## config.mk

```make
export PLATFORM = sky130hd
export DESIGN_NAME = vva_cmd_queue
export DESIGN_NICKNAME = d
export VERILOG_FILES = /design/src/hdl/vva_pkg.sv /design/src/hdl/vva_cmd_queue.sv
export SDC_FILE = /design/constraint.sdc
export NUM_CORES = 1
export LEC_CHECK = 0
export ABC_AREA = 1
export BUFFER_PORTS_ARGS = -buffer_cell sky130_fd_sc_hd__buf_2
export CAP_MARGIN = 20
export CORE_UTILIZATION = 60
export DETAILED_ROUTE_END_ITERATION = 10
export GPL_TIMING_DRIVEN = 0
export PLACE_DENSITY = 0.91
export SLEW_MARGIN = 20
export SYNTH_ARGS = -nofsm -noshare
export SYNTH_HDL_FRONTEND = slang
export SYNTH_SLANG_ARGS = --single-unit
```

## constraint.sdc

```tcl
create_clock -name clk -period 17.8 [get_ports clk]
set_input_delay 2.67 -clock clk [delete_from_list [all_inputs] [get_ports clk]]
set_output_delay 2.67 -clock clk [all_outputs]
set_load 0.02 [all_outputs]
```

## src/hdl/vva_pkg.sv

```systemverilog
// ----------------------------------------------------------------------------
// vva_pkg
// Shared widths, codes, payload types and arithmetic helpers of the
// three-component vector ALU.
// ----------------------------------------------------------------------------
package vva_pkg;

    localparam int FRAC_BITS = 16;
    localparam int WORD_BITS = 32;

    localparam int W    = WORD_BITS;
    localparam int F    = FRAC_BITS;
    localparam int MW   = W + 2;          // multiplier operand width
    localparam int XW   = 2 * W + 4;      // exact product / sum width
    localparam int NUMW = W + F + 1;      // scaled dividend width
    localparam int REMW = W + 2;          // partial remainder width

    typedef logic signed [W-1:0] word_t;

    localparam word_t ONE_FX = word_t'(64'd1 << F);
    localparam logic [W-1:0] WMAX = {1'b0, {(W-1){1'b1}}};
    localparam logic [W-1:0] WMIN = {1'b1, {(W-1){1'b0}}};
    localparam logic signed [XW-1:0] XMAX = {{(XW-W+1){1'b0}}, {(W-1){1'b1}}};
    localparam logic signed [XW-1:0] XMIN = {{(XW-W+1){1'b1}}, {(W-1){1'b0}}};
    localparam logic signed [XW-1:0] HALF_X = XW'(1) << (F - 1);

    localparam logic [3:0] FUNC_DOT    = 4'd0;
    localparam logic [3:0] FUNC_SCALE  = 4'd1;
    localparam logic [3:0] FUNC_DIV    = 4'd2;
    localparam logic [3:0] FUNC_ADD    = 4'd3;
    localparam logic [3:0] FUNC_SUB    = 4'd4;
    localparam logic [3:0] FUNC_NEG    = 4'd5;
    localparam logic [3:0] FUNC_LEN    = 4'd6;
    localparam logic [3:0] FUNC_NORM   = 4'd7;
    localparam logic [3:0] FUNC_CROSS  = 4'd8;
    localparam logic [3:0] FUNC_LERP   = 4'd9;

    typedef enum logic [3:0] {
        OP_DOT, OP_SCALE, OP_DIV, OP_ADD, OP_SUB, OP_NEG,
        OP_LEN, OP_NORM, OP_CROSS, OP_LERP, OP_NONE
    } op_t;

    typedef struct packed {
        logic [3:0] func;
        word_t      ax;
        word_t      ay;
        word_t      az;
        word_t      bx;
        word_t      by;
        word_t      bz;
        word_t      scal;
    } in_t;

    typedef struct packed {
        word_t rx;
        word_t ry;
        word_t rz;
        word_t rscalar;
        logic  div_by_zero;
        logic  saturated;
    } out_t;

    // decoded command handed from the front to the execution pipeline
    typedef struct packed {
        op_t             op;
        logic            lerp_lo;
        logic            lerp_hi;
        logic [2:0][W-1:0] a;
        logic [2:0][W-1:0] b;
        logic [W-1:0]    scal;
    } cmd_t;

    typedef struct packed {
        logic [W-1:0] val;
        logic         flag;
    } sat_t;

    function automatic sat_t sat_word(input logic signed [XW-1:0] v);
        sat_t r;
        if (v > XMAX) begin
            r.val  = WMAX;
            r.flag = 1'b1;
        end else if (v < XMIN) begin
            r.val  = WMIN;
            r.flag = 1'b1;
        end else begin
            r.val  = v[W-1:0];
            r.flag = 1'b0;
        end
        return r;
    endfunction

    // round half up, then arithmetic shift by the fraction width
    function automatic logic signed [XW-1:0] rnd_shift(input logic signed [XW-1:0] v);
        logic signed [XW-1:0] t;
        t = v + HALF_X;
        return t >>> F;
    endfunction

    function automatic logic [W-1:0] mag_of(input logic [W-1:0] v);
        return v[W-1] ? (~v + 1'b1) : v;
    endfunction

endpackage

```

## src/hdl/vva_cmd_queue.sv

```systemverilog
// ----------------------------------------------------------------------------
// vva_cmd_queue
// Four-entry queue of decoded commands between front and execution.
// ----------------------------------------------------------------------------
module vva_cmd_queue (
    input  logic          clk,
    input  logic          rst_n,
    input  logic          wr_en,
    input  vva_pkg::cmd_t wr_data,
    output logic          full,
    input  logic          rd_en,
    output vva_pkg::cmd_t rd_data,
    output logic          empty
);

    vva_pkg::cmd_t mem_reg [4];
    logic [1:0] wr_ptr_reg, wr_ptr_next;
    logic [1:0] rd_ptr_reg, rd_ptr_next;
    logic [2:0] cnt_reg, cnt_next;
    logic       do_wr, do_rd;

    assign full    = (cnt_reg == 3'd4);
    assign empty   = (cnt_reg == 3'd0);
    assign do_wr   = wr_en && !full;
    assign do_rd   = rd_en && !empty;
    assign rd_data = mem_reg[rd_ptr_reg];

    assign wr_ptr_next = wr_ptr_reg + 2'(do_wr);
    assign rd_ptr_next = rd_ptr_reg + 2'(do_rd);
    assign cnt_next    = cnt_reg + 3'(do_wr) - 3'(do_rd);

    always_ff @(posedge clk or negedge rst_n)
    begin
        if (!rst_n)
        begin
            wr_ptr_reg <= '0;
            rd_ptr_reg <= '0;
            cnt_reg    <= '0;
        end
        else
        begin
            wr_ptr_reg <= wr_ptr_next;
            rd_ptr_reg <= rd_ptr_next;
            cnt_reg    <= cnt_next;
        end
    end

    always_ff @(posedge clk)
    begin
        if (do_wr)
        begin
            mem_reg[wr_ptr_reg] <= wr_data;
        end
    end

endmodule

```

## Yosys cells after proc, flatten, opt, wreduce, memory -nomap -nowiden

Memories as Yosys holds them, arrays and structs flattened.
Cells that the tools add are included.

- Register bits after elaboration: 7
- Latch bits: 0
- Bits in writable memories: 920
- ROM bits: 0
- Input bits: 234
- Output and inout bits: 232
- Word-level logic and storage cells: 16
- Memories: 1

Memory list:

| name | depth | width | read ports | clocked after memory_dff | wr ports | line | text |
|---|---|---|---|---|---|---|---|
| mem_reg | 4 | 230 | 1 | 0 | 1 | vva_cmd_queue.sv:16 | `vva_pkg::cmd_t mem_reg [4];` |

- Add/subtract/negate cells: 4
- Multiply operators: 0
- Div/mod/pow operators: 0
- Magnitude comparators: 0
- Eq/ne operators: 1
- Shift-type cells: 0
- Multiplexer cells: 2
- Bitwise gates (word level): 0
- Reduce and logical (&&, ||, !) cells: 5

Operator list:

| cell | count |
|---|---|
| $add A2 B1 Y2 | 2 |
| $add A3 B1 Y3 | 1 |
| $eq A3 B3 Y1 const B | 1 |
| $logic_not A3 Y1 | 1 |
| $sub A3 B1 Y3 | 1 |
| $logic_and A1 B1 Y1 | 2 |
| $logic_not A1 Y1 | 2 |
| $mux W1 | 2 |

## Logic depth before layout (Yosys ltp)

Gate-level depths: netlist (run 1).

- Depth after elaboration: 5
- Gate-level depth with buffers: 8
- Mapped depth without buffers: 8

## Worst setup path after synthesis (run 1)

OpenSTA, ideal clock, no wires.

- Path type: input port to flip-flop
- Start point: in wr_en
- End point: mem mem_reg[0][0] (netlist bit), enable pin
- Setup time: 0.826 ns
- Data arrival time: 12.403 ns
- Data required time: 16.974 ns
- Path slack: 4.571 ns
- Stages on the path: 2
- Path buffers: 0
- Path through: o21ai_0 > nor2_1

- Longest elaborated chain between the ends: 3

RTL lines:

| element | line | text |
|---|---|---|
| start: declaration | vva_cmd_queue.sv:8 | `input logic wr_en,` |
| $logic_and A1 B1 Y1 | vva_cmd_queue.sv:24 | `assign do_wr = wr_en && !full;` |
| $mux W1 | vva_cmd_queue.sv:50 | `if (do_wr)` |
| $mux W1 (not written as such) | vva_cmd_queue.sv:52 | `mem_reg[wr_ptr_reg] <= wr_data;` |
| end: declaration | vva_cmd_queue.sv:16 |  |

Every way passes these cells.

==> summary.md, run 1 <==
| Metric | Value |
|---|---|
| Status | finished clean |
| Num rows | 88 |
| Synth area leader | edfxtp_1 |
| Vias in the first global route | 22970 |
| Crit path DAT | 2.55 ns |
| Worst setup path endpoint | rd_data[14] |
| Die X-Extent | 244.2 µm |
| Critical path startpoint category | flop |
| Cells after synthesis | 2501 |
| CTS HTree Levels | 3 |
| PwrDens | 188.7 nW/µm² |
| RSZ-0062 raised after global routing | no |
| Leak Pwr | 0.01514 µW |
| DRC | 0 |
| Hold WS | 0.4967 ns |
| Max reg flops | 920 |
| Height of the die | 244.2 µm |
| Drt total wl | 91670 µm |
| Iter 0 DRT Violations | 2611 |
| Num CTS Buffers | 89 |
| Worst-path maximum fanout | 10 |
| Initial Util | 60.90% |
| Reg-to-reg startpoint | cnt_reg[1] |
| First-pass GRT wire length | 133400 µm |
| CTS tree | built |
| Synth area leaders | edfxtp_1 (78%), nor2_1 (7.4%), o21ai_1 (5.0%) |
| Syn nets | 2738 |
| Share of the yosys chip area belonging to registers | 78.98% |
| Nets | 3342 |
| Antenna violations before repair | 34 |
| Cts hold-fix bufs | 0 |
| CP cell instances | buf_6 > inv_2 > buf_6 > clkbuf_1 > o21ai_0 > o21ai_0 > buf_2 |
| Reg2Reg Setup Slack | 15.02 ns |
| WS Path Type | reg2out |
| Max_slew headroom | 41.23% |
| Yosys reg bits | 927 |
| Vias per cell | 5.917 |
| Max clock buf depth | 3 |
| Crit path capture type | output pin |
| Area growth syn-to-layout | 20.74% |
| Largest family of logic cells by synthesized area | compound AO/OA/AOI/OAI gates |
| Worst path slowest cell | clkbuf_1 |
| Post-route design area | 42500 µm² |
| Clock Pin Slew Worst Setup and Hold Paths | 0.06 ns |
| Final Setup Violations | 0 |
| DP Area | 39670 µm² |
| Final total power | 8022 µW |
| Final period util | 29.34% |
| Synth Area in XOR/XNOR | 0.04976% |
| Fin crit period | 5.223 ns |
| IO Count | 466 |
| Setup crit start | rd_ptr_reg[0] |
| Synth Flop Type | edfxtp_1 |
| Setup bufs post-CTS | 0 |
| Max_cap viols | 0 |
| Post-synth ARST share | 0.7551% |
| Post-Synthesis Cell Area | 35200 µm² |
| Die area | 59640 µm² |
| Post-synth EDFFs | 920 |
| Grt ovf | 0 |
| I/O Buffers | 465 |
| Ratio of cells with drive above 1 in the final layout | 25.28% |
| R2R depth | 9 |
| Gr usage total | 30.13% |
| Max Clock Freq | 191.5 MHz |
| Final non-filler cell total | 3973 |
| Skew final | 0.01988 ns |
| Synthesized area per cell | 14.07 µm² |
| Synth Area in Adders | 0.1280% |
| Max-slew violation count | 0 |
| Post-Synth Simple-Gate Area | 7.635% |
| Via count | 23510 |
| Pin count of the biggest net entering global routing | 26 |
| Synth Area in Compound Gates | 10.19% |
| Worst-margin pin slew | 0.8757 ns |
| Inst Count DP | 3779 |
| VDD IR-drop max | 0.1870 mV |
| DRT antenna net count | 0 |
| Core area | 57810 µm² |
| Worst hold-check path type | reg2reg |
| Multiplexer share of the synthesized area | 0% |
| Number of synthesis warnings | 0 |
| Clock root cell | clkbuf_16 |
| Pre-antenna DRT Iters | 8 |
| Final Hold Fails | 0 |
| Post-CTS Resized | 0 |
| Post-synth top area share | 78.48% |
| Synth cell types | 21 |
| Critical R2R Capture | mem_reg[1][127] |
| Clk_lat worst skew | 0.63 ns |
| Worst endpoint required time | 15.13 ns |
| Global placement routability congestion | 0.8246 |
| Placed wire-length estimate | 57460 µm |
| # clock sinks | 927 |
| Max stage delay on crit path | 0.45 ns |
| Wire length per cell | 23.07 µm |
-- power by group --
part	internal (µW)	total (µW)	leakage, µW	switching [µW]
Clock	991	1780	0.00134	792
Sequential	2880	2980	0.00851	99.8
Combinational	988	3260	0.00529	2280
Total	4850	8020	0.0151	3170
-- worst max-delay path, delay by kind of cell, from the launching register on --
family	cells	cell delay, ns
DFF	1	0.38
AOI/OAI and AO/OA	2	0.46
buffers and inverters	5	1.08
-- cell families (layout without fill, tap and decap cells) --
| logic type | after synthesis | after routing |
|---|---|---|
| other | 0 | 31 |
| and+or+nand+nor | 715 | 715 |
| buffers and inverters | 161 | 837 |
| AOI/OAI and AO/OA | 693 | 693 |
| adders and majority gates | 3 | 3 |
| xor gates and xnor gates | 2 | 2 |
| DFF | 927 | 927 |
-- cells in the mapped netlist, drive strengths merged, types with 2 or more instances --
| master | number |
|---|---|
| edfxtp | 920 |
| nor2 | 696 |
| o21ai | 691 |
| buf | 130 |
| clkbuf | 24 |
| nand2 | 17 |
| dfrtp | 7 |
| inv | 7 |
| a21boi | 2 |
| ha | 2 |
-- placed cells by master, fill, tap and decap left out, drive strengths merged --
cell type,count
bufinv,3
inv,12
nand4,1
nor2,696
buf,643
xnor2,1
a21boi,2
edfxtp,920
o21ai,691
dfrtp,7
fa,1
nand2,17
clkbuf,136
nand3,1
clkinv,39
diode,31
xor2,1
ha,2
clkinvlp,4
-- worst min path at each step --
| stage | from | end | slack, ns | cells past startpoint |
|---|---|---|---|---|
| 2_1_floorplan | rd_ptr_reg[1] | rd_ptr_reg[1] | 0.46 | 2 |
| 3_3_place_gp | rd_ptr_reg[1] | rd_ptr_reg[1] | 0.47 | 2 |
| 3_5_place_dp | rd_ptr_reg[1] | rd_ptr_reg[1] | 0.49 | 2 |
| 4_1_cts | rd_ptr_reg[1] | rd_ptr_reg[1] | 0.50 | 2 |
| 5_1_grt | rd_ptr_reg[1] | rd_ptr_reg[1] | 0.54 | 2 |
| 6_report | rd_ptr_reg[1] | rd_ptr_reg[1] | 0.50 | 2 |
-- layout make-up --
type	count	area, µm²
fillers	3159	15300
inverters	7	26.28
flip-flops and latches	927	27800
repair buffers	513	3483
multi-input cells	1413	6366
clock buffers	112	2356
well taps	765	957.2
clock inverters	51	397.9
diodes	31	77.57
plain buffers	154	1037
-- metrics by stage --
stage | TNS (ns) | util, % | worst slack (ns)
finish | 0 | 73.53 | 12.58
floorplan | 0 | - | 4.571
detailed placement | 0 | 68.63 | 12.80
global placement | -2138.83 | 66.58 | -2.519
global route | 0 | 73.47 | 12.47
CTS | 0 | 73.39 | 12.53
-- metal layers --
| metal | part of all wire, % | global-route usage [%] | routed length (µm) | vias to the layer above |
|---|---|---|---|---|
| met2 | 50 | 50.74 | 46270 | 1513 |
| met1 | 35 | 37.34 | 31860 | 11330 |
| met3 | 11 | 6.969 | 9731 | 271 |
| met5 | 0.13 | 0 | 122 | - |
| met4 | 4.0 | 13.58 | 3687 | 20 |
| li1 | - | - | - | 10380 |
(Power assumes the default switching activity.)
==> run 2, diff against run 1 <==
--- a/config.mk
+++ b/config.mk
@@ -8,10 +8,10 @@
 export ABC_AREA = 1
 export BUFFER_PORTS_ARGS = -buffer_cell sky130_fd_sc_hd__buf_2
 export CAP_MARGIN = 20
-export CORE_UTILIZATION = 60
+export CORE_UTILIZATION = 52
 export DETAILED_ROUTE_END_ITERATION = 10
 export GPL_TIMING_DRIVEN = 0
-export PLACE_DENSITY = 0.91
+export PLACE_DENSITY = 0.85
 export SLEW_MARGIN = 20
 export SYNTH_ARGS = -nofsm -noshare
 export SYNTH_HDL_FRONTEND = slang
==> constraint.sdc (replaced) <==
create_clock -name clk -period 4.3 [get_ports clk]
set_input_delay 0.645 -clock clk [delete_from_list [all_inputs] [get_ports clk]]
set_output_delay 0.645 -clock clk [all_outputs]
set_load 0.02 [all_outputs]
==> run 2 against run 1 <==
Effect of this change:
- die area grew 15%
- sequential power grew to 4.1 times the previous value
- count of clock-buffer cells in the layout shrank 8
- sequential share of layout area shrank 0.42 points
- critical path depth shrank 1
- register-to-register slack lost 13 ns
- total power grew to 4.2 times the previous value
- critical path type unchanged
- largest power group unchanged
==> summary.md, run 2 (synthesis results as in run 1) <==
| Metric | Value |
|---|---|
| Reg2Reg Setup Slack | 1.66 ns |
| Gr usage total | 24.95% |
| Height of the die | 262.2 µm |
| Most used cell, CP | o21ai_0 |
| CP cell instances | inv_2 > buf_6 > clkbuf_1 > o21ai_0 > o21ai_0 > buf_2 |
| Skew final | 0.02208 ns |
| Nets | 3341 |
| Antenna violations before repair | 29 |
| PwrDens | 781.0 nW/µm² |
| Max reg flops | 920 |
| Worst hold path stage count | 1 |
| Worst hold-check path type | in2reg |
| RSZ-0062 raised after global routing | no |
| Final Setup Violations | 0 |
| Die area | 68740 µm² |
| Clk_lat worst skew | 0.64 ns |
| Via count | 22880 |
| # clock sinks | 927 |
| Worst path slowest cell | o21ai_0 |
| Max Clock Freq | 314.3 MHz |
| Max clock buf depth | 3 |
| Reg area | 27800 µm² |
| Max_cap viols | 0 |
| Grt ovf | 0 |
| Final period util | 74.00% |
| Placed wire-length estimate | 57910 µm |
| Num rows | 95 |
| Status | finished clean |
| I/O Buffers | 465 |
| Crit path DAT | 2.54 ns |
| Crit path max-delay family | buffers and inverters |
| Worst endpoint required time | 3.65 ns |
| VDD IR-drop max | 0.6842 mV |
| Clock Pin Slew Worst Setup and Hold Paths | 0.07 ns |
| Clock root cell | clkbuf_16 |
| Drt total wl | 89410 µm |
| Max stage delay on crit path | 0.43 ns |
| Hold WS | 0.2135 ns |
| Final Hold Fails | 0 |
| Leak Pwr | 0.01520 µW |
| Multi-input gate area | 6377 µm² |
| Fillers | 4464 |
| Fin crit period | 3.182 ns |
| Vias per cell | 5.618 |
| WP buf/inv | 4 |
| Initial Util | 52.51% |
| Pin count of the biggest net entering global routing | 25 |
| Critical path startpoint category | flop |
| Die X-Extent | 262.2 µm |
| Pre-antenna DRT Iters | 6 |
| R2R depth | 8 |
| Crit path capture type | output pin |
| Worst-margin pin slew | 0.8249 ns |
| DRC | 0 |
| Vias in the first global route | 22100 |
| IO Count | 466 |
| CTS HTree Levels | 3 |
| Max-slew violation count | 0 |
| Worst-path maximum fanout | 10 |
| Global placement routability congestion | 0.7967 |
| Core area | 67040 µm² |
| WS Path Type | reg2out |
| Inst Count DP | 3885 |
| Final non-filler cell total | 4073 |
| Area growth syn-to-layout | 21.51% |
| Ratio of cells with drive above 1 in the final layout | 25.47% |
| Levels on crit path | 6 |
| Max_slew headroom | 44.88% |
| DRT antenna net count | 0 |
| Iter 0 DRT Violations | 2596 |
| Wire length per cell | 21.95 µm |
| Most frequent cells in the layout | edfxtp_1 (920), nor2_1 (692), buf_2 (541), o21ai_1 (355), o21ai_0 (305) |
| Num CTS Buffers | 89 |
| Commonest non-fill, non-tap cell in the layout | edfxtp_1 |
| CTS tree | built |
| First-pass GRT wire length | 127900 µm |
==> run 2: changes by cell type in the layout (fill, tap and decap cells not counted), sizes merged <==
cell / delta
inv: +1
bufinv: +8
clkinv: -4
clkinvlp: +3
buf: -2
clkbuf: -8
dlygate4sd3: +1
diode: -7
==> run 2: area by class of cell <==
| class | instances | share of cell area (%) |
|---|---|---|
| clock buffers | 104 | 5.388 |
| clock inverters | 59 | 1.471 |
| flip-flops and latches | 927 | 65.00 |
| plain buffers | 154 | 2.425 |
| multi-input cells | 1413 | 14.91 |
| inverters | 7 | 0.06143 |
| well taps | 873 | 2.554 |
| diodes | 24 | 0.1404 |
| repair buffers | 512 | 8.056 |
==> run 2: report_power, final <==
part           switching (µW)  internal (µW)  leakage (µW)  total (µW)
logic                    9270           4070       0.00527       13300
registers                 388          11900       0.00851       12300
clock network            3260           4530       0.00142        7780
==> run 2: worst paths after layout <==
kind,start,end
setup / recovery,rd_ptr_reg[1],rd_data[1]
hold / removal,wr_data[13],mem_reg[0][13]
setup reg to reg,cnt_reg[1],mem_reg[1][73]
hold reg to reg,rd_ptr_reg[1],rd_ptr_reg[1]
max in group asynchronous,rst_n,wr_ptr_reg[1]
min in group asynchronous,rst_n,rd_ptr_reg[0]
==> run 2: timing repair <==
item / in CTS / in global routing
hold endpoints to repair: 7 / 0
hold buffers: 1 / 0
setup buffers: 0 / 0
endpoints found under the setup margin: 0 / 0
resized for setup: 0 / 0
==> run 2: routing by layer <==
metal  global-route usage, %  part of all wire [%]  vias to the layer above
li1                        -                     -                    10350
met3                   5.797                   9.3                      253
met1                   30.94                    36                    10970
met5                       0                  0.11                        -
met4                   11.06                   4.2                       18
met2                   41.91                    50                     1292
==> run 2: metrics by stage <==
| stage | power [µW] | utilization (%) | setup slack [ns] | setup TNS [ns] | instance area [µm²] |
|---|---|---|---|---|---|
| 3_5_place_dp | 25640 | 59.32 | 1.532 | 0 | 39770 |
| 5_1_grt | 34880 | 63.78 | 0.9706 | 0 | 42760 |
| 3_3_place_gp | 25000 | 57.67 | -2.969 | -2646.73 | 38660 |
| 4_1_cts | 33460 | 63.72 | 1.132 | 0 | 42710 |
| 6_report | 33410 | 63.81 | 1.118 | 0 | 42770 |
| 2_1_floorplan | 20390 | - | -0.2988 | -263.01 | 35240 |
