===== src/hdl/vva_pkg.sv =====
// ----------------------------------------------------------------------------
// vva_pkg
// Shared widths, codes, payload types and arithmetic helpers of the
// three-component vector ALU.
// ----------------------------------------------------------------------------
package vva_pkg;

    localparam int FRAC_BITS = 16;
    localparam int WORD_BITS = 32;

    localparam int W    = WORD_BITS;
    localparam int F    = FRAC_BITS;
    localparam int MW   = W + 2;          // multiplier operand width
    localparam int XW   = 2 * W + 4;      // exact product / sum width
    localparam int NUMW = W + F + 1;      // scaled dividend width
    localparam int REMW = W + 2;          // partial remainder width

    typedef logic signed [W-1:0] word_t;

    localparam word_t ONE_FX = word_t'(64'd1 << F);
    localparam logic [W-1:0] WMAX = {1'b0, {(W-1){1'b1}}};
    localparam logic [W-1:0] WMIN = {1'b1, {(W-1){1'b0}}};
    localparam logic signed [XW-1:0] XMAX = {{(XW-W+1){1'b0}}, {(W-1){1'b1}}};
    localparam logic signed [XW-1:0] XMIN = {{(XW-W+1){1'b1}}, {(W-1){1'b0}}};
    localparam logic signed [XW-1:0] HALF_X = XW'(1) << (F - 1);

    localparam logic [3:0] FUNC_DOT    = 4'd0;
    localparam logic [3:0] FUNC_SCALE  = 4'd1;
    localparam logic [3:0] FUNC_DIV    = 4'd2;
    localparam logic [3:0] FUNC_ADD    = 4'd3;
    localparam logic [3:0] FUNC_SUB    = 4'd4;
    localparam logic [3:0] FUNC_NEG    = 4'd5;
    localparam logic [3:0] FUNC_LEN    = 4'd6;
    localparam logic [3:0] FUNC_NORM   = 4'd7;
    localparam logic [3:0] FUNC_CROSS  = 4'd8;
    localparam logic [3:0] FUNC_LERP   = 4'd9;

    typedef enum logic [3:0] {
        OP_DOT, OP_SCALE, OP_DIV, OP_ADD, OP_SUB, OP_NEG,
        OP_LEN, OP_NORM, OP_CROSS, OP_LERP, OP_NONE
    } op_t;

    typedef struct packed {
        logic [3:0] func;
        word_t      ax;
        word_t      ay;
        word_t      az;
        word_t      bx;
        word_t      by;
        word_t      bz;
        word_t      scal;
    } in_t;

    typedef struct packed {
        word_t rx;
        word_t ry;
        word_t rz;
        word_t rscalar;
        logic  div_by_zero;
        logic  saturated;
    } out_t;

    // decoded command handed from the front to the execution pipeline
    typedef struct packed {
        op_t             op;
        logic            lerp_lo;
        logic            lerp_hi;
        logic [2:0][W-1:0] a;
        logic [2:0][W-1:0] b;
        logic [W-1:0]    scal;
    } cmd_t;

    typedef struct packed {
        logic [W-1:0] val;
        logic         flag;
    } sat_t;

    function automatic sat_t sat_word(input logic signed [XW-1:0] v);
        sat_t r;
        if (v > XMAX) begin
            r.val  = WMAX;
            r.flag = 1'b1;
        end else if (v < XMIN) begin
            r.val  = WMIN;
            r.flag = 1'b1;
        end else begin
            r.val  = v[W-1:0];
            r.flag = 1'b0;
        end
        return r;
    endfunction

    // round half up, then arithmetic shift by the fraction width
    function automatic logic signed [XW-1:0] rnd_shift(input logic signed [XW-1:0] v);
        logic signed [XW-1:0] t;
        t = v + HALF_X;
        return t >>> F;
    endfunction

    function automatic logic [W-1:0] mag_of(input logic [W-1:0] v);
        return v[W-1] ? (~v + 1'b1) : v;
    endfunction

endpackage


===== src/hdl/vva_front.sv =====
// ----------------------------------------------------------------------------
// vva_front
// Input register: accept items and decode the opcode and lerp bounds.
// ----------------------------------------------------------------------------
module vva_front (
    input  logic          clk,
    input  logic          rst_n,
    input  logic          push,
    output logic          full,
    input  vva_pkg::in_t  item,
    output logic          cmd_push,
    input  logic          cmd_full,
    output vva_pkg::cmd_t cmd
);

    logic          valid_reg, valid_next;
    vva_pkg::cmd_t cmd_reg, cmd_next, dec;
    logic          take;

    assign full     = valid_reg && cmd_full;
    assign take     = push && !full;
    assign cmd_push = valid_reg && !cmd_full;
    assign cmd      = cmd_reg;

    always_comb
    begin
        dec      = '0;
        dec.a[0] = item.ax;
        dec.a[1] = item.ay;
        dec.a[2] = item.az;
        dec.b[0] = item.bx;
        dec.b[1] = item.by;
        dec.b[2] = item.bz;
        dec.scal = item.scal;
        dec.lerp_lo = (item.scal <= 0);
        dec.lerp_hi = (item.scal >= vva_pkg::ONE_FX);
        case (item.func)
            vva_pkg::FUNC_DOT:   dec.op = vva_pkg::OP_DOT;
            vva_pkg::FUNC_SCALE: dec.op = vva_pkg::OP_SCALE;
            vva_pkg::FUNC_DIV:   dec.op = vva_pkg::OP_DIV;
            vva_pkg::FUNC_ADD:   dec.op = vva_pkg::OP_ADD;
            vva_pkg::FUNC_SUB:   dec.op = vva_pkg::OP_SUB;
            vva_pkg::FUNC_NEG:   dec.op = vva_pkg::OP_NEG;
            vva_pkg::FUNC_LEN:   dec.op = vva_pkg::OP_LEN;
            vva_pkg::FUNC_NORM:  dec.op = vva_pkg::OP_NORM;
            vva_pkg::FUNC_CROSS: dec.op = vva_pkg::OP_CROSS;
            vva_pkg::FUNC_LERP:  dec.op = vva_pkg::OP_LERP;
            default:             dec.op = vva_pkg::OP_NONE;
        endcase
    end

    assign valid_next = take || (valid_reg && cmd_full);
    assign cmd_next   = take ? dec : cmd_reg;

    always_ff @(posedge clk or negedge rst_n)
    begin
        if (!rst_n)
        begin
            valid_reg <= 1'b0;
        end
        else
        begin
            valid_reg <= valid_next;
        end
    end

    always_ff @(posedge clk)
    begin
        cmd_reg <= cmd_next;
    end

endmodule


===== config.mk =====
export PLATFORM = sky130hd
export DESIGN_NAME = vva_front
export DESIGN_NICKNAME = d
export VERILOG_FILES = /design/src/hdl/vva_pkg.sv /design/src/hdl/vva_front.sv
export SDC_FILE = /design/constraint.sdc
export NUM_CORES = 1
export LEC_CHECK = 0
export BUFFER_PORTS_ARGS = -buffer_cell sky130_fd_sc_hd__buf_2
export CAP_MARGIN = 25
export CORE_AREA = 4 4 178 180
export CTS_BUF_LIST = sky130_fd_sc_hd__clkbuf_4
export DETAILED_ROUTE_END_ITERATION = 10
export DIE_AREA = 0 0 182 184
export HOLD_SLACK_MARGIN = 0.03
export PLACE_DENSITY = 0.53
export SLEW_MARGIN = 20
export SYNTH_ARGS = -nofsm -noshare
export SYNTH_HDL_FRONTEND = slang
export SYNTH_SLANG_ARGS = --single-unit

===== constraint.sdc =====
create_clock -name clk -period 16.43 [get_ports clk]
set_clock_uncertainty 0.1 [all_clocks]
set_input_delay 3.286 -clock clk [delete_from_list [all_inputs] [get_ports clk]]
set_output_delay 3.286 -clock clk [all_outputs]
set_load 0.05 [all_outputs]

* Word-level counts from Yosys, hierarchy flattened
Memory sizes are Yosys's and may differ from the RTL's. A register that Yosys moved wholly into a read port is not among the register bits.
Cells that the tools add are included.
** Storage, ports and cells
- Register bits after elaboration :: 227
- Memory bits (read-only) :: 64
- Input bits :: 232
- Memories :: 1
** Memory list
- (no name shown) :: words 16, bits a word 4, rd ports 1, clocked after memory_dff 1, wr ports 0, line vva_front.sv:37 : case (item.func)
** Operators by class
- Magnitude comparators :: 2
- Reduce and logical (&&, ||, !) cells :: 6
** Operators by type and width (count)
- 32-bit by 18-bit >= comparator with 1-bit output (second input constant) :: 1
- 32-bit by 1-bit less-or-equal comparator with 1-bit output (second input constant) :: 1
- 1-bit logical AND :: 3
- 1-bit zero test :: 2
- 1-bit logical OR :: 1

* Depth between registers and ports, before layout
Gate-level depths: netlist (run 1).
- Word-level depth :: 4
- Depth in mapped cells :: 3

* Worst setup path before layout (run 1)
No wires, ideal clock.
- Path kind :: input-to-reg
- Start :: in cmd_full
- End :: reg cmd_reg (netlist bit cmd[0]) (enable)
- Library setup time :: 846 ps
- Arrival :: 13713 ps
- Setup slack :: 1770 ps
- Cell stages on the path :: 2
- Cells stage by stage :: and2_1 > nor2b_1
** On the way
- Longest elaborated chain between the ends :: 3
** RTL lines
- start: declaration :: line vva_front.sv:12 : input logic cmd_full,
- 1-bit logical AND :: line vva_front.sv:20 : assign full = valid_reg && cmd_full;
- 1-bit zero test :: line vva_front.sv:21 : assign take = push && !full;
- 1-bit logical AND :: line vva_front.sv:21
- net take :: line vva_front.sv:18 : logic take;
- end signal: assignment :: line vva_front.sv:69 : cmd_reg <= cmd_next;
- end: declaration :: line vva_front.sv:17 : vva_pkg::cmd_t cmd_reg, cmd_next, dec;
The timed path passes the listed nets, and every way through them passes these cells.
A chain may end at the register's enable or synchronous reset.

* Worst setup path in the final report (run 1)
- Start :: in cmd_full
- End :: out full
** On the way
- Longest elaborated chain between the ends :: 1
** RTL lines
- 1-bit logical AND :: line vva_front.sv:20
- end: declaration :: line vva_front.sv:9 : output logic full,
No other way between the ends.

==> load_flow_metrics.sql, run 1 <==
INSERT INTO impl_metrics (metric_group, metric, value, unit) VALUES
('global_routing', 'grt_start_max_net_pins', '81', ''),
('placement', 'postPlaceCellArea', '9890', 'µm²'),
('global_routing', 'initial_antenna_violation_count', '5', ''),
('power', 'power_report.internal_total', '0.00104', 'W'),
('power', 'p_seq_frac', '0.488', ''),
('timing', 'fmax', '0.138', 'GHz'),
('cts', 'clkSinkCount', '231', ''),
('power', 'p_sw_frac', '0.270', ''),
('logic_synthesis', 'yosys.area.top_type', 'sky130_fd_sc_hd__edfxtp_1', ''),
('cts', 'clkTransAtPathRegs', '50', 'ps'),
('min_path', 'holdPathStages', '2', ''),
('critical_path', 'r2r_start', 'valid_reg', ''),
('status', 'run_status', 'finished, final reports clean', ''),
('power', 'cellLeakagePower', '4.57', 'nW'),
('floorplan', 'initial_core_util', '0.234', ''),
('placement', 'port-buffer-count', '463', ''),
('placement', 'place_hpwl', '16.2', 'mm'),
('timing', 'timing.slew.headroom', '0.333', ''),
('final_layout', 'fillers', '2982', ''),
('floorplan', 'core_area', '30200', 'µm²'),
('min_path', 'min-delay-start', 'valid_reg', ''),
('power', 'share_comb_of_total_power', '0.131', ''),
('critical_path', 'timing.critical_path.required', '13040', 'ps'),
('power', 'totalPowerFinal', '0.00143', 'W'),
('logic_synthesis', 'yosysSeqAreaShare', '0.983', ''),
('cts', 'clock_path_buffers', '3', ''),
('cts', 'clock_root_buffer', 'sky130_fd_sc_hd__clkbuf_4', ''),
('logic_synthesis', 'ffs_w_async_s_r_synth', '0.00433', ''),
('critical_path', 'rr_endpoint', 'cmd[224]', ''),
('cts', 'cts_hold_buf', '0', ''),
('global_routing', 'first_global_vias', '5111', ''),
('final_layout', 'largest_register_ffs', '230', ''),
('power', 'switchingPower', '0.000385', 'W'),
('cts', 'cts_made_buffers', '66', ''),
('floorplan', 'floorplan.die_area', '33500', 'µm²'),
('global_routing', 'globalRoute.totalOverflow', '0', ''),
('timing', 'fin_crit', '7260', 'ps'),
('cts', 'cts.htree.levels', '3', ''),
('routing', 'detail_route.drc_violations', '0', ''),
('timing', 'finalSetupViolCount', '0', ''),
('routing', 'drt-initial-drc-count', '201', ''),
('routing', 'ant_nets', '0', ''),
('routing', 'drt-vias-per-instance', '3.82', ''),
('global_routing', 'track_usage', '0.118', ''),
('final_layout', 'syn2layout_area_growth', '52.4', '%'),
('logic_synthesis', 'synth_seq_cells', '231', ''),
('floorplan', 'die_x', '182', 'µm'),
('timing', 'rsz_0062_raised_after_global_routing', 'false', ''),
('logic_synthesis', 'postSynthNetCount', '482', ''),
('final_layout', 'final_layout_size_suffix_gt1_frac', '0.683', ''),
('routing', 'routed-via-count', '4662', ''),
('critical_path', 'crit_type', 'input pin to output port', ''),
('routing', 'drtPass1Iterations', '4', ''),
('logic_synthesis', 'avg_cell_area_syn', '28.2', 'µm²'),
('job', 'maxCapViolations', '0', ''),
('cts', 'cts_repair_resize_count', '0', ''),
('critical_path', 'worstPathMaxFanout', '3', ''),
('final_layout', 'finish.net_count', '1016', ''),
('logic_synthesis', 'netlist-cell-type-count', '11', ''),
('power', 'p_per_area', '133', 'nW/µm²'),
('logic_synthesis', 'synth_top_cells_by_area', 'sky130_fd_sc_hd__edfxtp_1, sky130_fd_sc_hd__nor4_1, sky130_fd_sc_hd__dfrtp_1', ''),
('timing', 'period_utilization_post_route', '0.442', ''),
('logic_synthesis', 'synth_top_area_frac', '0.979', ''),
('min_path', 'hold_path_class', 'flop to flop', ''),
('final_layout', 'fin_area', '10700', 'µm²'),
('power', 'clockPowerShare', '0.380', ''),
('logic_synthesis', 'post_synth_inst_count', '250', ''),
('min_path', 'worst_hold_path.endpoint', 'valid_reg', ''),
('critical_path', 'cp-end-kind', 'output port', ''),
('logic_synthesis', 'synth_warnings', '0', ''),
('timing', 'timing_max_transition_violations_final', '0', '');
-- worst max-delay path: stages --
cell,delay (ps)
sky130_fd_sc_hd__buf_2,90
sky130_fd_sc_hd__and2_1,190
sky130_fd_sc_hd__buf_2,310
-- per-stage QoR --
step                worst slack [ps]  std cells
floorplan                       1770        250
global route                    9130       1222
global placement                9170       1112
detailed placement              9150       1112
CTS                             9150       1220
finish                          9170       1222
-- kinds of logic (layout without fill, tap and decap cells) --
| family | after synthesis | in the layout | synth area share |
|---|---|---|---|
| other | 0 | 2 | 0 |
| AOI/OAI and AO/OA | 4 | 4 | 0.00426 |
| buffers and inverters | 0 | 574 | 0 |
| and+or+nand+nor | 15 | 15 | 0.0128 |
| DFF | 231 | 231 | 0.983 |
-- layout make-up --
type | instances | area share
repair buffers | 466 | 0.218
diodes | 2 | 0.000466
well taps | 396 | 0.0461
clock buffers | 89 | 0.0622
clock inverters | 19 | 0.0166
multi-input cells | 19 | 0.0119
flip-flops and latches | 231 | 0.645
-- cells in the final DEF, fill, tap and decap left out --
cell type / count
sky130_fd_sc_hd__buf_2: 463
sky130_fd_sc_hd__edfxtp_1: 230
sky130_fd_sc_hd__clkbuf_4: 89
sky130_fd_sc_hd__clkinv_1: 13
sky130_fd_sc_hd__nor4_1: 7
sky130_fd_sc_hd__bufinv_16: 4
sky130_fd_sc_hd__buf_4: 3
sky130_fd_sc_hd__diode_2: 2
sky130_fd_sc_hd__and2_1: 2
sky130_fd_sc_hd__nor2b_1: 2
sky130_fd_sc_hd__a41oi_1: 2
sky130_fd_sc_hd__clkinv_2: 2
sky130_fd_sc_hd__or2_2: 1
sky130_fd_sc_hd__nor3_1: 1
sky130_fd_sc_hd__nor2_1: 1
sky130_fd_sc_hd__o21ai_0: 1
sky130_fd_sc_hd__a21o_1: 1
sky130_fd_sc_hd__nor2b_4: 1
sky130_fd_sc_hd__dfrtp_1: 1
-- power groups by stage --
stage                     registers, W  logic [W]  clock network (W)
after floorplan               0.000830  0.0000129                  0
after global placement        0.000709   0.000189                  0
after detailed placement      0.000709   0.000190                  0
after CTS                     0.000697   0.000190           0.000574
after global routing          0.000699   0.000196           0.000608
final                         0.000696   0.000187           0.000542
-- layer usage --
layer,global-route usage,wire length (µm),vias up
li1,-,-,2142
met1,0.119,7100,2134
met2,0.203,10700,324
met3,0.0661,2740,56
met4,0.0501,573,6
met5,0,47,-
-- worst max path at each step --
stage / to / slack, ps / from
2_1_floorplan: cmd[0] / 1770 / cmd_full
4_1_cts: full / 9150 / cmd_full
3_5_place_dp: full / 9150 / cmd_full
5_1_grt: full / 9130 / cmd_full
6_report: full / 9170 / cmd_full
3_3_place_gp: full / 9170 / cmd_full
Note: power is estimated with default switching activity, not from simulation.
==> run 2, diff against run 1 <==
- clock period: 16.43 -> 7.38 ns (I/O delays scaled with it)
==> run 2 against run 1 <==
Setup slack got worse by 5400 ps. Highest routed layer unchanged. Combinational power increased by 120%. Non-clock buffer count increased by 1.
==> load_flow_metrics.sql, run 2 (synthesis gave the netlist of run 1 again) <==
INSERT INTO impl_metrics (metric_group, metric, value, unit) VALUES
('critical_path', 'timing.critical_path.required', '5800', 'ps'),
('routing', 'ant_nets', '0', ''),
('timing', 'fin_crit', '3630', 'ps'),
('timing', 'timing.slew.headroom', '0.394', ''),
('timing', 'finalSetupViolCount', '0', ''),
('global_routing', 'met1_track_demand_over_resource_in_global_routing', '0.115', ''),
('routing', 'drt-initial-drc-count', '159', ''),
('cts', 'clock_root_buffer', 'sky130_fd_sc_hd__clkbuf_4', ''),
('cts', 'clock_path_buffers', '3', ''),
('critical_path', 'crit_path_start_kind', 'input pin', ''),
('timing', 'fin_setup_tns', '0', 'ps'),
('floorplan', 'io_pins', '464', ''),
('timing', 'tightestPinTransition', '910', 'ps'),
('timing', 'rsz_0062_raised_after_global_routing', 'false', ''),
('placement', 'port-buffer-count', '463', ''),
('cts', 'cts_hold_buf', '0', ''),
('global_routing', 'gr-usage-met2', '0.204', ''),
('cts', 'cts.htree.levels', '2', ''),
('global_routing', 'grt_use_met3', '0.0671', ''),
('placement', 'pre_cts_ws', '3520', 'ps'),
('global_routing', 'grt_start_max_net_pins', '73', ''),
('global_routing', 'grt.busiest_layer', 'met2', ''),
('floorplan', 'core_area', '30200', 'µm²'),
('job', 'maxCapViolations', '0', ''),
('global_routing', 'first_global_vias', '5150', ''),
('status', 'run_status', 'finished, final reports clean', ''),
('critical_path', 'cp-end-kind', 'output port', ''),
('final_layout', 'layout.cells.most_common_list', 'sky130_fd_sc_hd__buf_2, sky130_fd_sc_hd__edfxtp_1, sky130_fd_sc_hd__clkbuf_4', ''),
('cts', 'clkSinkCount', '231', ''),
('final_layout', 'syn2layout_area_growth', '52.0', '%'),
('floorplan', 'initial_core_util', '0.234', ''),
('critical_path', 'worstPathMaxFanout', '3', ''),
('placement', 'place.gp.congestion', '0.758', ''),
('critical_path', 'r2r_start', 'valid_reg', ''),
('routing', 'per_cell_routed_wire_length', '17.1', 'µm'),
('cts', 'cts_made_buffers', '60', ''),
('routing', 'drtPass1Iterations', '4', ''),
('routing', 'overall_routed_net_length', '20.9', 'mm'),
('global_routing', 'globalRoute.totalOverflow', '0', ''),
('floorplan', 'floorplan.die_area', '33500', 'µm²'),
('power', 'irDropWorstVdd', '139', 'µV'),
('routing', 'routed-via-count', '4670', ''),
('cts', 'worst_skew_pair.late_latency', '650', 'ps'),
('power', 'p_per_area', '289', 'nW/µm²'),
('timing', 'final_hold_vios', '0', ''),
('power', 'cellLeakagePower', '4.56', 'nW'),
('timing', 'period_utilization_post_route', '0.492', ''),
('final_layout', 'largest_register_ffs', '230', ''),
('cts', 'post_cts.repair.setup_buffers', '0', ''),
('timing', 'post-route-worst-setup-slack', '3750', 'ps'),
('final_layout', 'layout_commonest_cell', 'sky130_fd_sc_hd__buf_2', ''),
('critical_path', 'rr_endpoint', 'cmd[11]', ''),
('placement', 'place_hpwl', '16.1', 'mm'),
('timing', 'timing_max_transition_violations_final', '0', ''),
('timing', 'fmax', '0.275', 'GHz'),
('routing', 'detail_route.drc_violations', '0', ''),
('critical_path', 'crit_type', 'input pin to output port', ''),
('critical_path', 'worst_r2r_path_depth', '4', ''),
('final_layout', 'final_layout_size_suffix_gt1_frac', '0.678', ''),
('cts', 'clkTransAtPathRegs', '60', 'ps'),
('global_routing', 'grt_pass1_wl', '29.3', 'mm'),
('final_layout', 'finish.net_count', '1011', ''),
('floorplan', 'die_height', '184', 'µm'),
('floorplan', 'die_x', '182', 'µm'),
('cts', 'cts_repair_resize_count', '0', ''),
('critical_path', 'regToRegSetupSlack', '4720', 'ps'),
('cts', 'cts_tree', 'built', ''),
('critical_path', 'cp.arrival', '2050', 'ps'),
('routing', 'drt-vias-per-instance', '3.81', ''),
('min_path', 'hold_path_class', 'input pin to asynchronous set/reset pin', ''),
('global_routing', 'initial_antenna_violation_count', '4', ''),
('floorplan', 'num_rows', '64', ''),
('global_routing', 'track_usage', '0.116', '');
run 2: cell types whose count changed in the layout (fill, tap and decap cells not counted), sizes merged:
cell / previous run / this run
clkbuf: 89 / 82
bufinv: 4 / 3
buf: 466 / 467
clkinv: 15 / 25
run 2: critical path, cell delays in order:
cell	delay, ps
sky130_fd_sc_hd__buf_2	80
sky130_fd_sc_hd__and2_1	200
sky130_fd_sc_hd__buf_2	290
run 2: worst max path at each step:
stage          cells after the start       to  startpoint  slack (ps)
6_report                           3     full    cmd_full        3750
5_1_grt                            3     full    cmd_full        3710
4_1_cts                            3     full    cmd_full        3740
3_5_place_dp                       5   cmd[8]    cmd_full        3520
3_3_place_gp                       5  cmd[11]    cmd_full        3550
2_1_floorplan                      2   cmd[0]    cmd_full        1540
run 2: final cells by class:
type	instances	area [µm²]
fillers	2980	19500
well taps	396	495
diodes	2	5.00
clock buffers	82	616
clock inverters	28	193
flip-flops and latches	231	6930
multi-input cells	19	128
repair buffers	467	2350
run 2: routing by layer:
| metal | share of wire | vias to the layer above |
|---|---|---|
| li1 | - | 2135 |
| met1 | 0.32 | 2137 |
| met2 | 0.51 | 346 |
| met3 | 0.15 | 46 |
| met4 | 0.018 | 6 |
| met5 | 0.0014 | - |
run 2: power breakdown:
group	leakage [nW]	internal (W)	total [W]	switching [W]
Sequential	2.20	0.00153	0.00155	0.0000174
Combinational	1.88	0.0000907	0.000418	0.000327
Clock	0.475	0.000623	0.00113	0.000510
run 2: metrics by stage:
step	utilization	total power [W]	instance area [µm²]	instances	hold WS, ps
2_1_floorplan	-	0.00186	7060	250	932
3_3_place_gp	0.328	0.00200	9900	1113	621
3_5_place_dp	0.328	0.00200	9900	1113	609
4_1_cts	0.355	0.00318	10700	1223	375
5_1_grt	0.355	0.00326	10700	1224	396
6_report	0.355	0.00310	10700	1225	486
==> run 3, diff against run 2 <==
- clock period: 7.38 -> 3.8 ns (I/O delays scaled with it)
==> run 3 against run 2 <==
Worst hold slack got worse by 290 ps. First-iteration DRC count grew 11%. Routed wire length rose by 4.6%. Register-to-register slack worse by 2800 ps. Count of clock-buffer cells in the layout is 8 higher. Via count rose by 1.4%. Core utilization up 0.091 points. Global-route usage grew 0.58 points. Setup slack worse by 2300 ps. Flip-flop and latch count unchanged. Sequential power increased by 94%. Critical path type is now flop to output port. Non-clock buffer count fell by 1.
==> load_flow_metrics.sql, run 3 (synthesis gave the netlist of run 1 again) <==
INSERT INTO impl_metrics (metric_group, metric, value, unit) VALUES
('global_routing', 'grt_pass1_wl', '30.5', 'mm'),
('timing', 'fin_crit', '2360', 'ps'),
('routing', 'detail_route.drc_violations', '0', ''),
('placement', 'place_hpwl', '16.5', 'mm'),
('critical_path', 'crit_type', 'flop to output port', ''),
('critical_path', 'critical_path.slowest_cell', 'sky130_fd_sc_hd__dfrtp_1', ''),
('routing', 'overall_routed_net_length', '21.9', 'mm'),
('cts', 'worst_skew_pair.late_latency', '610', 'ps'),
('global_routing', 'initial_antenna_violation_count', '5', ''),
('critical_path', 'cp-end-kind', 'output port', ''),
('routing', 'per_cell_routed_wire_length', '17.8', 'µm'),
('routing', 'drt-initial-drc-count', '176', ''),
('power', 'share_comb_of_total_power', '0.135', ''),
('global_routing', 'first_global_vias', '5050', ''),
('min_path', 'hold_path_class', 'input pin to flop', ''),
('timing', 'period_utilization_post_route', '0.622', ''),
('job', 'maxCapViolations', '0', ''),
('status', 'run_status', 'finished, final reports clean', ''),
('routing', 'ant_nets', '0', ''),
('critical_path', 'worstPathMaxFanout', '2', ''),
('power', 'cellLeakagePower', '4.56', 'nW'),
('global_routing', 'grt_start_max_net_pins', '135', ''),
('final_layout', 'largest_register_ffs', '230', ''),
('power', 'switchingPower', '0.00172', 'W'),
('final_layout', 'fillers', '2949', ''),
('routing', 'drtPass1Iterations', '4', ''),
('routing', 'drt-vias-per-instance', '3.86', ''),
('final_layout', 'finish.net_count', '1017', ''),
('power', 'clockPowerShare', '0.367', ''),
('timing', 'final_hold_vios', '0', ''),
('routing', 'routed-via-count', '4737', ''),
('power', 'p_per_area', '563', 'nW/µm²'),
('timing', 'rsz_0062_raised_after_global_routing', 'false', ''),
('floorplan', 'die_height', '184', 'µm'),
('global_routing', 'track_usage', '0.122', ''),
('cts', 'cts.htree.levels', '3', ''),
('min_path', 'min-delay-start', 'item[109]', ''),
('power', 'p_sw_frac', '0.284', ''),
('timing', 'tightestPinTransition', '823', 'ps'),
('placement', 'port-buffer-count', '463', ''),
('timing', 'fmax', '0.423', 'GHz'),
('critical_path', 'cp.arrival', '1500', 'ps'),
('cts', 'clkTransAtPathRegs', '70', 'ps'),
('final_layout', 'syn2layout_area_growth', '52.3', '%'),
('global_routing', 'globalRoute.totalOverflow', '0', ''),
('placement', 'place.gp.congestion', '0.755', ''),
('floorplan', 'die_x', '182', 'µm'),
('floorplan', 'num_rows', '64', ''),
('cts', 'clkSinkCount', '231', ''),
('final_layout', 'layout.cells.most_common_list', 'sky130_fd_sc_hd__buf_2, sky130_fd_sc_hd__edfxtp_1, sky130_fd_sc_hd__clkbuf_4', ''),
('floorplan', 'floorplan.die_area', '33500', 'µm²'),
('critical_path', 'cpPeakStageDelay', '340', 'ps'),
('cts', 'cts_tree', 'built', ''),
('critical_path', 'critical_path_start', 'valid_reg', ''),
('cts', 'clock_root_buffer', 'sky130_fd_sc_hd__clkbuf_4', ''),
('power', 'power_report.internal_total', '0.00433', 'W'),
('critical_path', 'crit_path_start_kind', 'flop', ''),
('critical_path', 'r2r_start', 'valid_reg', ''),
('timing', 'timing.slew.headroom', '0.451', ''),
('placement', 'pre_cts_ws', '1460', 'ps'),
('cts', 'cts_made_buffers', '67', ''),
('floorplan', 'core_area', '30200', 'µm²'),
('floorplan', 'io_pins', '464', ''),
('power', 'irDropWorstVdd', '291', 'µV'),
('timing', 'finalSetupViolCount', '0', ''),
('floorplan', 'initial_core_util', '0.234', ''),
('placement', 'numPlacedInstances', '1111', ''),
('cts', 'cts_repair_resize_count', '0', ''),
('power', 'p_seq_frac', '0.498', ''),
('timing', 'post-route-worst-setup-slack', '1440', 'ps'),
('critical_path', 'regToRegSetupSlack', '1890', 'ps'),
('critical_path', 'timing.critical_path.required', '2940', 'ps'),
('cts', 'clock_path_buffers', '3', ''),
('timing', 'timing_max_transition_violations_final', '0', ''),
('final_layout', 'layout_commonest_cell', 'sky130_fd_sc_hd__buf_2', ''),
('final_layout', 'fin_cells', '1228', ''),
('final_layout', 'final_layout_size_suffix_gt1_frac', '0.680', ''),
('critical_path', 'cp_cell_sequence', 'nor2b_1, buf_2', '');
-- run 3: cell count changes in the layout (fill, tap and decap cells not counted) --
| cell | before | now |
|---|---|---|
| sky130_fd_sc_hd__clkbuf_4 | 82 | 90 |
| sky130_fd_sc_hd__clkinv_2 | 7 | 2 |
| sky130_fd_sc_hd__buf_4 | 4 | 0 |
| sky130_fd_sc_hd__buf_12 | 0 | 2 |
| sky130_fd_sc_hd__bufinv_16 | 3 | 1 |
| sky130_fd_sc_hd__clkinv_4 | 0 | 2 |
| sky130_fd_sc_hd__clkinvlp_4 | 0 | 2 |
| sky130_fd_sc_hd__and2_1 | 2 | 1 |
| sky130_fd_sc_hd__and2_4 | 0 | 1 |
| sky130_fd_sc_hd__diode_2 | 2 | 1 |
| sky130_fd_sc_hd__dlygate4sd3_1 | 0 | 1 |
-- run 3: what timing repair did --
action,CTS,global route
hold buffers,1,0
buffers inserted,0,0
endpoints found under the hold margin,1,0
-- run 3: layout make-up --
| class | count | area [µm²] | share of cell area |
|---|---|---|---|
| clock inverters | 25 | 140 | 0.0130 |
| flip-flops and latches | 231 | 6930 | 0.645 |
| well taps | 396 | 495 | 0.0461 |
| repair buffers | 466 | 2370 | 0.220 |
| diodes | 1 | 2.50 | 0.000233 |
| clock buffers | 90 | 676 | 0.0629 |
| multi-input cells | 19 | 130 | 0.0121 |
-- run 3: power groups by stage --
stage / sequential, W / clock, W / combinational (W)
4_1_cts: 0.00301 / 0.00236 / 0.000829
5_1_grt: 0.00302 / 0.00251 / 0.000854
2_1_floorplan: 0.00355 / 0 / 0.0000577
3_3_place_gp: 0.00306 / 0 / 0.000823
3_5_place_dp: 0.00306 / 0 / 0.000829
6_report: 0.00301 / 0.00222 / 0.000818
-- run 3: metrics by stage --
stage	cell area, µm²	total power, W	util	hold WS, ps	TNS, ps
2_1_floorplan	7060	0.00361	-	364	-260700
6_report	10700	0.00604	0.356	199	0
3_3_place_gp	9910	0.00388	0.328	441	0
3_5_place_dp	9910	0.00389	0.328	443	0
5_1_grt	10700	0.00638	0.356	93.3	0
4_1_cts	10700	0.00620	0.356	77.2	0
-- run 3: worst max-delay path, delay by kind of cell, from the launching register on --
| kind | cells | cell delay, ps |
|---|---|---|
| DFF | 1 | 340 |
| and+or+nand+nor | 1 | 240 |
| buffers and inverters | 1 | 310 |
-- run 3: path summary, 6_finish.rpt --
path	endpoint	cells past startpoint
max	cmd_push	2
min	cmd[45]	1
max reg2reg	cmd[169]	3
min reg2reg	valid_reg	2
max in group asynchronous	valid_reg	2
min in group asynchronous	valid_reg	2
-- run 3: metal layers --
metal / part of all wire / GRT usage
met1: 0.34 / 0.128
met2: 0.52 / 0.208
met3: 0.12 / 0.0627
met4: 0.019 / 0.0504
met5: 0.0021 / 0
